==> src/sv/bchd_pkg.sv <==
// ----------------------------------------------------------------------------
// bchd_pkg
// GF(64) arithmetic, tables and pipeline item type for the BCH t=3 decoder
// ----------------------------------------------------------------------------
package bchd_pkg;

    localparam int WORD_W      = 48;
    localparam int FIELD_ORDER = 63;
    localparam int MAX_SYN     = 8;
    localparam logic [6:0] GF_POLY = 7'b1011011;
    localparam logic [5:0] GF_TOP  = 6'd32;

    typedef logic [5:0] gf_t;
    typedef gf_t gf_tab_t [64];

    // how a word is being handled
    localparam logic [1:0] PATH_ZERO = 2'd0;
    localparam logic [1:0] PATH_ONE  = 2'd1;
    localparam logic [1:0] PATH_BAD  = 2'd2;
    localparam logic [1:0] PATH_BM   = 2'd3;

    localparam logic [1:0] STAT_CLEAN = 2'd0;
    localparam logic [1:0] STAT_FIXED = 2'd1;
    localparam logic [1:0] STAT_FAIL  = 2'd2;

    typedef struct packed {
        logic [WORD_W-1:0]            word;
        logic [WORD_W-1:0]            fix;
        logic [1:0]                   path;
        logic [MAX_SYN:0][5:0]        syn;
        gf_t                          sq;
        logic [MAX_SYN:0][5:0]        c;
        logic [MAX_SYN:0][5:0]        bp;
        logic [MAX_SYN:0][5:0]        p;
        logic [3:0]                   len;
        logic [3:0]                   m;
        gf_t                          bd;
        gf_t                          d;
        logic [FIELD_ORDER-1:0]       roots;
        logic [7:0][3:0]              part;
        logic                         bad;
    } bchd_item_t;

    function automatic gf_t gf_mul(gf_t a, gf_t b);
        gf_t r;
        gf_t x;
        gf_t y;
        r = '0;
        x = a;
        y = b;
        for (int k = 0; k < 6; k++)
        begin
            if (y[0])
                r = r ^ x;
            y = y >> 1;
            if ((x & GF_TOP) != 6'd0)
                x = (x << 1) ^ GF_POLY[5:0];
            else
                x = x << 1;
        end
        return r;
    endfunction

    function automatic gf_tab_t build_alpha();
        gf_tab_t t;
        t[0] = 6'd1;
        for (int k = 1; k < 64; k++)
            t[k] = gf_mul(t[k-1], 6'd2);
        return t;
    endfunction

    function automatic gf_tab_t build_inv();
        gf_tab_t t;
        gf_t r;
        for (int a = 0; a < 64; a++)
        begin
            r = 6'd1;
            for (int k = 0; k < FIELD_ORDER - 1; k++)
                r = gf_mul(r, 6'(a));
            t[a] = r;
        end
        return t;
    endfunction

    // log of x, smallest exponent wins; zero and unreachable values map to 63
    function automatic gf_tab_t build_log();
        gf_tab_t t;
        gf_t p;
        for (int a = 0; a < 64; a++)
            t[a] = 6'd63;
        p = 6'd1;
        for (int k = 0; k < FIELD_ORDER; k++)
        begin
            if (t[p] == 6'd63)
                t[p] = 6'(k);
            p = gf_mul(p, 6'd2);
        end
        return t;
    endfunction

    localparam gf_tab_t ALPHA   = build_alpha();
    localparam gf_tab_t INV_TAB = build_inv();
    localparam gf_tab_t LOG_TAB = build_log();

endpackage

==> src/sv/bch_t3_gf64_decoder_unit.sv <==
// ----------------------------------------------------------------------------
// bch_t3_gf64_decoder_unit
// shortened binary BCH decoder over GF(64): syndromes, Berlekamp, Chien search
// ----------------------------------------------------------------------------
// register stages in order: syndromes, square, select, locator steps, chien, counts, output
// throughput: one word per cycle; the whole pipeline holds while out_valid is
//   high and out_ready is low
// every step of the locator iteration is its own pair of register stages
// reset clears all valid bits; data registers are not reset
module bch_t3_gf64_decoder_unit #(
    parameter int CODE_LENGTH        = 48,
    parameter int CORRECTABLE_ERRORS = 3
) (
    input  logic        clk,
    input  logic        rst_n,
    input  logic        in_valid,
    output logic        in_ready,
    input  logic [47:0] received_word,
    output logic        out_valid,
    input  logic        out_ready,
    output logic [47:0] corrected_word,
    output logic [1:0]  decode_status,
    output logic [1:0]  errors_fixed
);

    localparam int NSYN = 2 * CORRECTABLE_ERRORS;
    localparam int N    = CODE_LENGTH;

    logic adv;

    logic                 syn_vld_reg, sq_vld_reg, sel_vld_reg, ch_vld_reg, cnt_vld_reg;
    bchd_pkg::bchd_item_t syn_reg, sq_reg, sel_reg, ch_reg, cnt_reg;
    bchd_pkg::bchd_item_t syn_next, sq_next, sel_next, ch_next, cnt_next;

    logic                 out_vld_reg;
    logic [47:0]          word_out_reg, word_out_next;
    logic [1:0]           status_reg, status_next;
    logic [1:0]           fixed_reg, fixed_next;

    logic                 bm_vld [NSYN+1];
    bchd_pkg::bchd_item_t bm_item [NSYN+1];

    assign adv      = !out_vld_reg || out_ready;
    assign in_ready = adv;

    // syndromes as a fixed xor map of the word bits
    always_comb
    begin
        bchd_pkg::gf_t acc;
        syn_next      = '0;
        syn_next.word = received_word;
        for (int i = 1; i <= NSYN; i++)
        begin
            acc = '0;
            for (int j = 0; j < N; j++)
            begin
                if (received_word[j])
                    acc = acc ^ bchd_pkg::ALPHA[6'((i * (N - 1 - j)) % 63)];
            end
            syn_next.syn[i] = acc;
        end
    end

    always_comb
    begin
        logic any;
        sq_next = syn_reg;
        any = 1'b0;
        for (int i = 1; i <= NSYN; i++)
            any = any | (syn_reg.syn[i] != 6'd0);
        sq_next.path = any ? bchd_pkg::PATH_BM : bchd_pkg::PATH_ZERO;
        sq_next.sq   = bchd_pkg::gf_mul(syn_reg.syn[1], syn_reg.syn[1]);
    end

    // single error shortcut and locator init
    always_comb
    begin
        bchd_pkg::gf_t cube;
        bchd_pkg::gf_t loc;
        sel_next = sq_reg;
        cube = bchd_pkg::gf_mul(sq_reg.sq, sq_reg.syn[1]);
        loc  = bchd_pkg::LOG_TAB[sq_reg.syn[1]];
        if (sq_reg.path == bchd_pkg::PATH_BM && sq_reg.syn[1] != 6'd0
            && sq_reg.syn[3] == cube)
        begin
            if (loc < 6'(N))
            begin
                sel_next.path = bchd_pkg::PATH_ONE;
                sel_next.fix  = 48'(1) << (6'(N - 1) - loc);
            end
            else
            begin
                sel_next.path = bchd_pkg::PATH_BAD;
            end
        end
        sel_next.c     = '0;
        sel_next.c[0]  = 6'd1;
        sel_next.bp    = '0;
        sel_next.bp[0] = 6'd1;
        sel_next.len   = 4'd0;
        sel_next.m     = 4'd1;
        sel_next.bd    = 6'd1;
    end

    assign bm_vld[0]  = sel_vld_reg;
    assign bm_item[0] = sel_reg;

    genvar gs;
    generate
        for (gs = 0; gs < NSYN; gs++)
        begin : g_bm
            bchd_bm_step #(
                .STEP (gs),
                .NSYN (NSYN)
            ) u_step (
                .clk      (clk),
                .rst_n    (rst_n),
                .en       (adv),
                .in_vld   (bm_vld[gs]),
                .in_item  (bm_item[gs]),
                .out_vld  (bm_vld[gs+1]),
                .out_item (bm_item[gs+1])
            );
        end
    endgenerate

    // chien search, all 63 nonzero points in parallel
    always_comb
    begin
        bchd_pkg::gf_t v;
        ch_next = bm_item[NSYN];
        for (int i = 1; i <= 63; i++)
        begin
            v = '0;
            for (int j = 0; j <= CORRECTABLE_ERRORS; j++)
            begin
                if (4'(j) <= bm_item[NSYN].len)
                    v = v ^ bchd_pkg::gf_mul(bm_item[NSYN].c[j],
                                             bchd_pkg::ALPHA[6'((i * j) % 63)]);
            end
            ch_next.roots[i-1] = (v == 6'd0);
        end
    end

    // partial root counts, range check, flip mask
    always_comb
    begin
        logic [3:0] sum;
        cnt_next = ch_reg;
        for (int g = 0; g < 8; g++)
        begin
            sum = '0;
            for (int k = 0; k < 8; k++)
            begin
                if (g * 8 + k < 63)
                    sum = sum + 4'(ch_reg.roots[g*8+k]);
            end
            cnt_next.part[g] = sum;
        end
        cnt_next.bad = 1'b0;
        for (int i = 1; i <= 63 - N; i++)
            cnt_next.bad = cnt_next.bad | ch_reg.roots[i-1];
        if (ch_reg.path == bchd_pkg::PATH_BM)
        begin
            cnt_next.fix = '0;
            for (int k = 0; k < N; k++)
                cnt_next.fix[k] = ch_reg.roots[k + 63 - N];
        end
    end

    always_comb
    begin
        logic [6:0] cnt;
        cnt = '0;
        for (int g = 0; g < 8; g++)
            cnt = cnt + 7'(cnt_reg.part[g]);
        word_out_next = cnt_reg.word;
        status_next   = bchd_pkg::STAT_FAIL;
        fixed_next    = 2'd0;
        unique case (cnt_reg.path)
            bchd_pkg::PATH_ZERO:
            begin
                status_next = bchd_pkg::STAT_CLEAN;
            end
            bchd_pkg::PATH_ONE:
            begin
                status_next   = bchd_pkg::STAT_FIXED;
                fixed_next    = 2'd1;
                word_out_next = cnt_reg.word ^ cnt_reg.fix;
            end
            bchd_pkg::PATH_BAD:
            begin
                status_next = bchd_pkg::STAT_FAIL;
            end
            bchd_pkg::PATH_BM:
            begin
                if (cnt_reg.len <= 4'(CORRECTABLE_ERRORS) && !cnt_reg.bad
                    && cnt == {3'b0, cnt_reg.len})
                begin
                    status_next   = bchd_pkg::STAT_FIXED;
                    fixed_next    = cnt[1:0];
                    word_out_next = cnt_reg.word ^ cnt_reg.fix;
                end
            end
            default:
            begin
                status_next = bchd_pkg::STAT_FAIL;
            end
        endcase
    end

    always_ff @(posedge clk or negedge rst_n)
    begin
        if (!rst_n)
        begin
            syn_vld_reg <= 1'b0;
            sq_vld_reg  <= 1'b0;
            sel_vld_reg <= 1'b0;
            ch_vld_reg  <= 1'b0;
            cnt_vld_reg <= 1'b0;
            out_vld_reg <= 1'b0;
        end
        else if (adv)
        begin
            syn_vld_reg <= in_valid;
            sq_vld_reg  <= syn_vld_reg;
            sel_vld_reg <= sq_vld_reg;
            ch_vld_reg  <= bm_vld[NSYN];
            cnt_vld_reg <= ch_vld_reg;
            out_vld_reg <= cnt_vld_reg;
        end
    end

    always_ff @(posedge clk)
    begin
        if (adv)
        begin
            syn_reg      <= syn_next;
            sq_reg       <= sq_next;
            sel_reg      <= sel_next;
            ch_reg       <= ch_next;
            cnt_reg      <= cnt_next;
            word_out_reg <= word_out_next;
            status_reg   <= status_next;
            fixed_reg    <= fixed_next;
        end
    end

    assign out_valid      = out_vld_reg;
    assign corrected_word = word_out_reg;
    assign decode_status  = status_reg;
    assign errors_fixed   = fixed_reg;

    a_status_legal: assert property (@(posedge clk) disable iff (!rst_n)
        out_valid |-> (decode_status != 2'd3))
        else $error("illegal decode status");

    a_no_fix_count: assert property (@(posedge clk) disable iff (!rst_n)
        out_valid && decode_status != bchd_pkg::STAT_FIXED |-> errors_fixed == 2'd0)
        else $error("flip count on unrepaired word");

    a_stall_holds: assert property (@(posedge clk) disable iff (!rst_n)
        !in_ready |=> $stable(cnt_vld_reg) && $stable(ch_vld_reg))
        else $error("pipeline moved during stall");

endmodule

==> src/sv/bchd_bm_step.sv <==
// ----------------------------------------------------------------------------
// bchd_bm_step
// one Berlekamp iteration in two register stages: discrepancy, then update
// ----------------------------------------------------------------------------
module bchd_bm_step #(
    parameter int STEP = 0,
    parameter int NSYN = 6
) (
    input  logic                clk,
    input  logic                rst_n,
    input  logic                en,
    input  logic                in_vld,
    input  bchd_pkg::bchd_item_t in_item,
    output logic                out_vld,
    output bchd_pkg::bchd_item_t out_item
);

    logic                 a_vld_reg;
    bchd_pkg::bchd_item_t a_reg;
    bchd_pkg::bchd_item_t a_next;
    logic                 b_vld_reg;
    bchd_pkg::bchd_item_t b_reg;
    bchd_pkg::bchd_item_t b_next;

    // discrepancy and B scaled by 1/b
    always_comb
    begin
        bchd_pkg::gf_t dd;
        bchd_pkg::gf_t invb;
        a_next = in_item;
        dd = in_item.syn[STEP+1];
        for (int j = 1; j <= STEP; j++)
        begin
            if (4'(j) <= in_item.len)
                dd = dd ^ bchd_pkg::gf_mul(in_item.c[j], in_item.syn[STEP+1-j]);
        end
        invb = bchd_pkg::INV_TAB[in_item.bd];
        for (int j = 0; j <= NSYN; j++)
            a_next.p[j] = bchd_pkg::gf_mul(invb, in_item.bp[j]);
        a_next.d = dd;
    end

    // locator update
    always_comb
    begin
        logic [bchd_pkg::MAX_SYN:0][5:0] ps;
        b_next = a_reg;
        ps = '0;
        for (int k = 0; k <= NSYN; k++)
        begin
            for (int s = 1; s <= NSYN; s++)
            begin
                if (k >= s)
                begin
                    if (a_reg.m == 4'(s))
                        ps[k] = a_reg.p[k-s];
                end
            end
        end
        if (a_reg.d == 6'd0)
        begin
            b_next.m = a_reg.m + 4'd1;
        end
        else
        begin
            for (int k = 0; k <= NSYN; k++)
                b_next.c[k] = a_reg.c[k] ^ bchd_pkg::gf_mul(a_reg.d, ps[k]);
            if ({a_reg.len, 1'b0} <= 5'(STEP))
            begin
                b_next.len = 4'(STEP + 1) - a_reg.len;
                b_next.bp  = a_reg.c;
                b_next.bd  = a_reg.d;
                b_next.m   = 4'd1;
            end
            else
            begin
                b_next.m = a_reg.m + 4'd1;
            end
        end
    end

    always_ff @(posedge clk or negedge rst_n)
    begin
        if (!rst_n)
        begin
            a_vld_reg <= 1'b0;
            b_vld_reg <= 1'b0;
        end
        else if (en)
        begin
            a_vld_reg <= in_vld;
            b_vld_reg <= a_vld_reg;
        end
    end

    always_ff @(posedge clk)
    begin
        if (en)
        begin
            a_reg <= a_next;
            b_reg <= b_next;
        end
    end

    assign out_vld  = b_vld_reg;
    assign out_item = b_reg;

endmodule
==> config.mk <==
export PLATFORM = sky130hd
export DESIGN_NAME = bch_t3_gf64_decoder_unit
export DESIGN_NICKNAME = d
export VERILOG_FILES = /design/src/sv/bchd_pkg.sv /design/src/sv/bch_t3_gf64_decoder_unit.sv /design/src/sv/bchd_bm_step.sv
export SDC_FILE = /design/constraint.sdc
export NUM_CORES = 2
export LEC_CHECK = 0
export BUFFER_PORTS_ARGS = -buffer_cell sky130_fd_sc_hd__buf_2
export CORE_ASPECT_RATIO = 1.2
export CORE_MARGIN = 1.5
export CORE_UTILIZATION = 55
export DETAILED_ROUTE_END_ITERATION = 8
export GPL_ROUTABILITY_DRIVEN = 0
export GPL_TIMING_DRIVEN = 1
export PLACE_DENSITY = 0.71
export REMOVE_ABC_BUFFERS = 1
export SLEW_MARGIN = 20
export SYNTH_ARGS = -nofsm -noshare
export SYNTH_HDL_FRONTEND = slang
export SYNTH_SLANG_ARGS = --single-unit
==> constraint.sdc <==
create_clock -name clk -period 97.2 [get_ports clk]
set_clock_uncertainty 0.05 [all_clocks]
set_input_delay 0 -clock clk [delete_from_list [all_inputs] [get_ports clk]]
set_output_delay 0 -clock clk [all_outputs]
set_load 0.01 [all_outputs]
# Word-level counts from Yosys, hierarchy flattened
# Memories as Yosys holds them, arrays and structs flattened. A register that Yosys moved wholly into a read port is not among the register bits.
# Cells that the tools add are included.
[classes]
n_addsub = 72
n_bitwise = 920
reduce_logical = 77
magnitude_cmp = 31
eq_ne = 34
shifts = 1
mux = 1554
[ops]
columns = ["operator", "n"]
rows = [
  ["6-bit 2-to-1 mux", 1284],
  ["6-bit XOR", 581],
  ["5-bit 2-to-1 mux", 186],
  ["4-bit NOT", 193],
  ["96-bit 2-to-1 mux", 4],
  ["6-bit logical NOT", 60],
  ["54-bit 2-to-1 mux", 4],
  ["4-bit by 1-bit adder with 4-bit output", 45],
  ["3-bit NOT", 57],
  ["4-bit 2-to-1 mux", 40],
  ["48-bit 2-to-1 mux", 2],
  ["48-bit case mux with 2 select lines", 1],
  ["78-bit 2-to-1 mux", 1],
  ["4-bit by 3-bit == test with 1-bit output (second input constant)", 12],
  ["1-bit by 6-bit << shifter with 48-bit output (first input constant)", 1],
  ["48-bit XOR", 1],
  ["2-bit NOT", 22],
  ["7-bit by 4-bit adder with 7-bit output", 6],
  ["42-bit 2-to-1 mux", 1],
  ["6-bit NOT with 7-bit output", 6],
  ["6-bit nonzero test", 7],
  ["4-bit by 2-bit == test with 1-bit output (second input constant)", 10],
  ["2-bit by 4-bit less-or-equal comparator with 1-bit output (first input constant)", 9],
  ["7-bit greater-or-equal comparator (second input constant)", 5],
  ["other kinds (33)", 151],
]
[totals]
romBits = 2304
word_cells = 3038
inputBits = 52
ff_bits = 3272
out_inout_bits = 54
memories = 6
[memory_table]
columns = ["memory", "depth", "width", "read_ports", "rd_clocked_by_memory_dff", "write_ports", "line", "text"]
rows = [
  ["(name not given)", 64, 6, 1, 0, 0, "bchd_bm_step.sv:37", "invb = bchd_pkg::INV_TAB[in_item.bd];"],
  ["(name not given)", 64, 6, 1, 0, 0, "bchd_bm_step.sv:37", ""],
  ["(name not given)", 64, 6, 1, 1, 0, "bchd_bm_step.sv:37", ""],
  ["(name not given)", 64, 6, 1, 0, 0, "bchd_bm_step.sv:37", ""],
  ["(name not given)", 64, 6, 1, 0, 0, "bchd_bm_step.sv:37", ""],
  ["(name not given)", 64, 6, 1, 0, 0, "bch_t3_gf64_decoder_unit.sv:82", "loc = bchd_pkg::LOG_TAB[sq_reg.syn[1]];"],
]

# Depth between registers and ports, before layout
[logic_depth]
word_depth = 79
mapped_depth = 20
depth_no_buf = 18

# By module
# From an unflattened synthesis, not the netlist that was laid out.
[unflattened]
hier_cells = 21334
hier_area_um2 = 273133.2
[modules_own_cells]
columns = ["module", "area_per_inst_um2", "cells_per_inst", "seq_area_each_um2", "instances"]
rows = [
  ["bchd_bm_step (g_bm[5].u_step)", 41932.7, 3546, 26235.2, 1],
  ["bchd_bm_step (g_bm[4].u_step)", 41431.0, 3414, 26235.2, 1],
  ["bchd_bm_step (g_bm[3].u_step)", 40543.9, 3142, 26235.2, 1],
  ["bchd_bm_step (g_bm[2].u_step)", 39212.6, 2900, 26235.2, 1],
  ["bchd_bm_step (g_bm[1].u_step)", 37746.2, 2826, 26235.2, 1],
  ["bchd_bm_step (g_bm[0].u_step)", 36597.6, 2672, 25874.8, 1],
  ["bch_t3_gf64_decoder_unit", 35669.2, 2834, 19879.1, 1],
]

# Least setup slack after synthesis
# Ideal clock, no wire load.
[synth_path]
path_kind = "reg2reg"
start = "register out_vld_reg, in the netlist out_valid"
end = "register ch_vld_reg"
arrival_ps = 83710
slack_ps = 13167
period_less_slack_ps = 84033
t_required_ps = 96877
path_stages_with_launch = 5
setup_ps = 273
n_path_buf = 2
path_cell_list = "dfrtp_1 -> nand2b_1 -> clkbuf_1 -> buf_1 -> mux2_2"
[synth_via]
elab_chain_len = 2
[synth_lines]
columns = ["item", "line", "text"]
rows = [
  ["start: declaration", "bch_t3_gf64_decoder_unit.sv:35", "logic out_vld_reg;"],
  ["start signal: assignment", "bch_t3_gf64_decoder_unit.sv:230", "out_vld_reg <= cnt_vld_reg;"],
  ["1-bit logical NOT", "bch_t3_gf64_decoder_unit.sv:43", "assign adv = !out_vld_reg || out_ready;"],
  ["1-bit logical OR", "bch_t3_gf64_decoder_unit.sv:43", ""],
  ["named net in_ready", "bch_t3_gf64_decoder_unit.sv:17", "output logic in_ready,"],
  ["end signal: assignment", "bch_t3_gf64_decoder_unit.sv:228", "ch_vld_reg <= bm_vld[NSYN];"],
  ["end: declaration", "bch_t3_gf64_decoder_unit.sv:31", "logic syn_vld_reg, sq_vld_reg, sel_vld_reg, ch_vld_reg, cnt_vld_reg;"],
]
# The timed path passes the listed nets, and every way through them passes these cells.
# A chain may end at the register's enable or synchronous reset.

# Worst setup path after layout
[layout_path]
start = "register out_vld_reg, in the netlist out_valid"
end = "register g_bm[3].u_step.b_reg (netlist bit g_bm[3].u_step.out_item[182]) (enable)"
[layout_via]
elab_chain_len = 2
[layout_lines]
columns = ["item", "line", "text"]
rows = [
  ["1-bit logical NOT", "bch_t3_gf64_decoder_unit.sv:43", ""],
  ["1-bit logical OR", "bch_t3_gf64_decoder_unit.sv:43", ""],
  ["end signal: assignment", "bchd_bm_step.sv:101", "b_reg <= b_next;"],
  ["end: declaration", "bchd_bm_step.sv:22", "bchd_pkg::bchd_item_t b_reg;"],
]
# Every way passes these cells.

==> results by group <==
Floorplan
  – Starting Density: 55.4%
  – Die area: around 250,000 sq um
  – Die width: roughly 460 um
  – FP Rows: between 150 and 200
  – Die height: between 500 and 600 um
  – Area of the core: between 200,000 and 250,000 sq um
  – I/O Pins: between 100 and 150

STA
  – Fin crit period: ~7.6 ns
  – RSZ-0062 raised after global routing: no
  – Max Freq: about 130 MHz
  – Final Hold Slack: between 0.06 and 0.07 ns
  – Worst Tran Pin Value: around 1.2 ns
  – Final hold vios: 0
  – Final setup viols: 0
  – Final period utilization: between 7 and 8%
  – Max_slew headroom: between 20% and 30%
  – Final Max Tran Viols: 0
  – Setup_tns: 0 ns

Detailed routing
  – Drt pass-1 iters: 7
  – Routed length on met3: 21.0 mm
  – Met1 wire length: 124 mm
  – Vias per cell: 5.88
  – Detail Route Antenna Nets: 0
  – WL/cell: ~21 um
  – Final WL: slightly above 300 mm
  – Drc violations: 0
  – DR WL met2: 148 mm
  – DRT iter0 DRCs: slightly below 10,000
  – Top routing layer in use: met4
  – Via count: 84,800

Clocking
  – Clock Tree Root: clkbuf_16
  – Clock Sinks: roughly 2,800
  – Inserted Clock Buffers: ~270
  – H-tree Lvls: 5
  – Worst skew pair latency: roughly 0.86 ns
  – TritonCTS clock tree: yes
  – Worst-path clk slew: ~0.06 ns
  – CTS max path bufs: 4
  – Post_cts resized: 0

Worst setup path
  – Slowest stage delay, CP: about 0.89 ns
  – Maximum fanout along the worst path: about 200
  – Critical Path Most Common Cell: buf_4
  – CP Class: reg -> reg
  – Critical path launch point type: flop
  – CP arrival: around 8 ns
  – Slowest CP cell: buf_4
  – Reg-to-reg slack, setup: approximately 90 ns
  – Crit path capture type: flop
  – Critical-path cell list: nand2b_4, buf_4, buf_4, buf_4, buf_12, buf_4, buf_4, buf_4
  – Req. time, crit path: a little under 100 ns

Yosys
  – Distinct cell type count after synthesis: 100
  – Synth async-reset ratio: less than 1%
  – Post-synth EDFFs: 2,738
  – Synth Warn #: 0
  – Most frequently used flop master after synthesis: edfxtp_1
  – Top post-synthesis cells by area: edfxtp_1 61%, xnor2_1 11%, nand2_1 3.8%, xor2_1 3.3%, nor2_1 2.1%
  – Post-Syn Instances: around 11,000
  – Synth top area share: between 60% and 70%
  – Cell taking the most area after synthesis: edfxtp_1
  – Syn Area/Cell: about 12 sq um
  – Top-count cell post-synth: edfxtp_1
  – Sequential share of the synthesized area: about three fifths
  – Synthesized area: roughly 140,000 sq um
  – Synthesis-stage register bit count: between 2,000 and 3,000
  – Commonest cells in the netlist: 2,738 x edfxtp_1, 1,653 x xnor2_1, 1,379 x nand2_1

Global route
  – Largest net degree at the start of global routing: around 210
  – Grt total ovfl: 0
  – Initial antenna violation count: 4
  – First-pass GRT wire length: roughly 470 mm
  – Vias in the first global route: roughly 80,000
  – Total track usage: about a quarter

Placement
  – # port buffers: approximately 110
  – HPWL after DPL: between 150 and 200 mm

Run
  – Max_cap viols: 0

Final layout
  – Area delta synth->final: 9.45%
  – Share of cells above drive strength 1: about 7.9%
  – Number of flip-flops in the largest register: about 1,100
  – Nets: approximately 11,000

Min path
  – Hold crit path type: in -> reg

Status
  – Status: finished, final reports clean
-- per-stage QoR --
step	worst slack, ns	std cells	area [sq um]	util (%)
CTS	89.56	14400	148000	60.5
detailed placement	89.66	13800	139000	56.6
finish	89.59	14400	149000	60.6
global placement	89.79	13800	139000	56.6
floorplan	23.41	10400	133000	-
global route	88.89	14400	149000	60.6
-- layout make-up --
cell class,count,area [sq um]
diodes,2,5.00
flip-flops and latches,2756,82700
multi-input cells,7403,49700
clock inverters,156,1440
well taps,3216,4020
inverters,230,863
clock buffers,325,7240
repair buffers,342,2690
fillers,18200,96600
-- cell usage in the layout (no fill, tap or decap), drive strengths merged, types with 38 or more instances in the layout --
cell type | synthesis | routed
edfxtp | 2738 | 2738
nor3b | 52 | 52
nand3b | 38 | 38
xor2 | 509 | 509
fa | 41 | 41
o211ai | 69 | 69
nand3 | 151 | 151
dlygate4sd3 | 0 | 98
nor4 | 53 | 53
mux2 | 148 | 148
a21oi | 449 | 449
a211oi | 54 | 54
xnor2 | 1660 | 1660
o22ai | 104 | 104
inv | 222 | 234
a21o | 51 | 51
mux2i | 94 | 94
a31oi | 79 | 79
a22oi | 170 | 170
clkbuf | 566 | 326
buf | 122 | 243
o21ai | 484 | 484
clkinv | 8 | 120
ha | 99 | 99
nand2b | 124 | 124
nor3 | 138 | 138
nor2b | 104 | 104
and2 | 79 | 79
nand2 | 1379 | 1379
nor2 | 755 | 755
-- critical path: cells and delay by family (launching register included) --
| kind | cells | cell delay, ns |
|---|---|---|
| buffers and inverters | 7 | 5.75 |
| AND/OR/NAND/NOR | 1 | 0.61 |
| flip-flops | 1 | 0.40 |
-- logic make-up (layout without fill, tap and decap cells) --
| kind of cell | Yosys count | after routing | share of synthesized area (%) |
|---|---|---|---|
| AND/OR/NAND/NOR | 3024 | 3024 | 9.91 |
| flip-flops | 2756 | 2756 | 60.9 |
| XOR/XNOR | 2194 | 2194 | 14.5 |
| AO/OA/AOI/OAI | 1779 | 1779 | 8.28 |
| buffers and inverters | 918 | 1053 | 2.63 |
| multiplexers | 263 | 263 | 2.27 |
| adder cells (fa/ha/maj) | 142 | 142 | 1.53 |
| other | 1 | 3 | 0.00276 |
-- worst paths after layout --
path	depth (start not counted)	from	endpoint
hold reg to reg	0	g_bm[3].u_step.a_reg[291]$_DFFE_PP_	g_bm[3].u_step.out_item[291]$_DFFE_PP_
setup reg to reg	8	out_valid$_DFFE_PN0P_	g_bm[3].u_step.out_item[182]$_DFFE_PP_
max in group asynchronous	3	rst_n	sel_vld_reg$_DFFE_PN0P_
setup / recovery	8	out_valid$_DFFE_PN0P_	g_bm[3].u_step.out_item[182]$_DFFE_PP_
min in group asynchronous	3	rst_n	g_bm[5].u_step.out_vld$_DFFE_PN0P_
hold / removal	2	received_word[43]	sq_next[431]$_DFFE_PP_
-- routing by layer --
metal / track usage [%] / vias to the layer above
met5: 0 / -
met4: 11.3 / 0
met3: 3.35 / 910
met2: 39.5 / 3758
met1: 31.6 / 40900
li1: - / 39200
-- timing repair --
action	CTS	global route
setup buffers	0	0
hold buffers	98	0
endpoints found under the hold margin	116	0
Power is left out: the tool's default activity adds up to more than one toggle a clock period on the data nets, which glitch-free logic cannot reach.
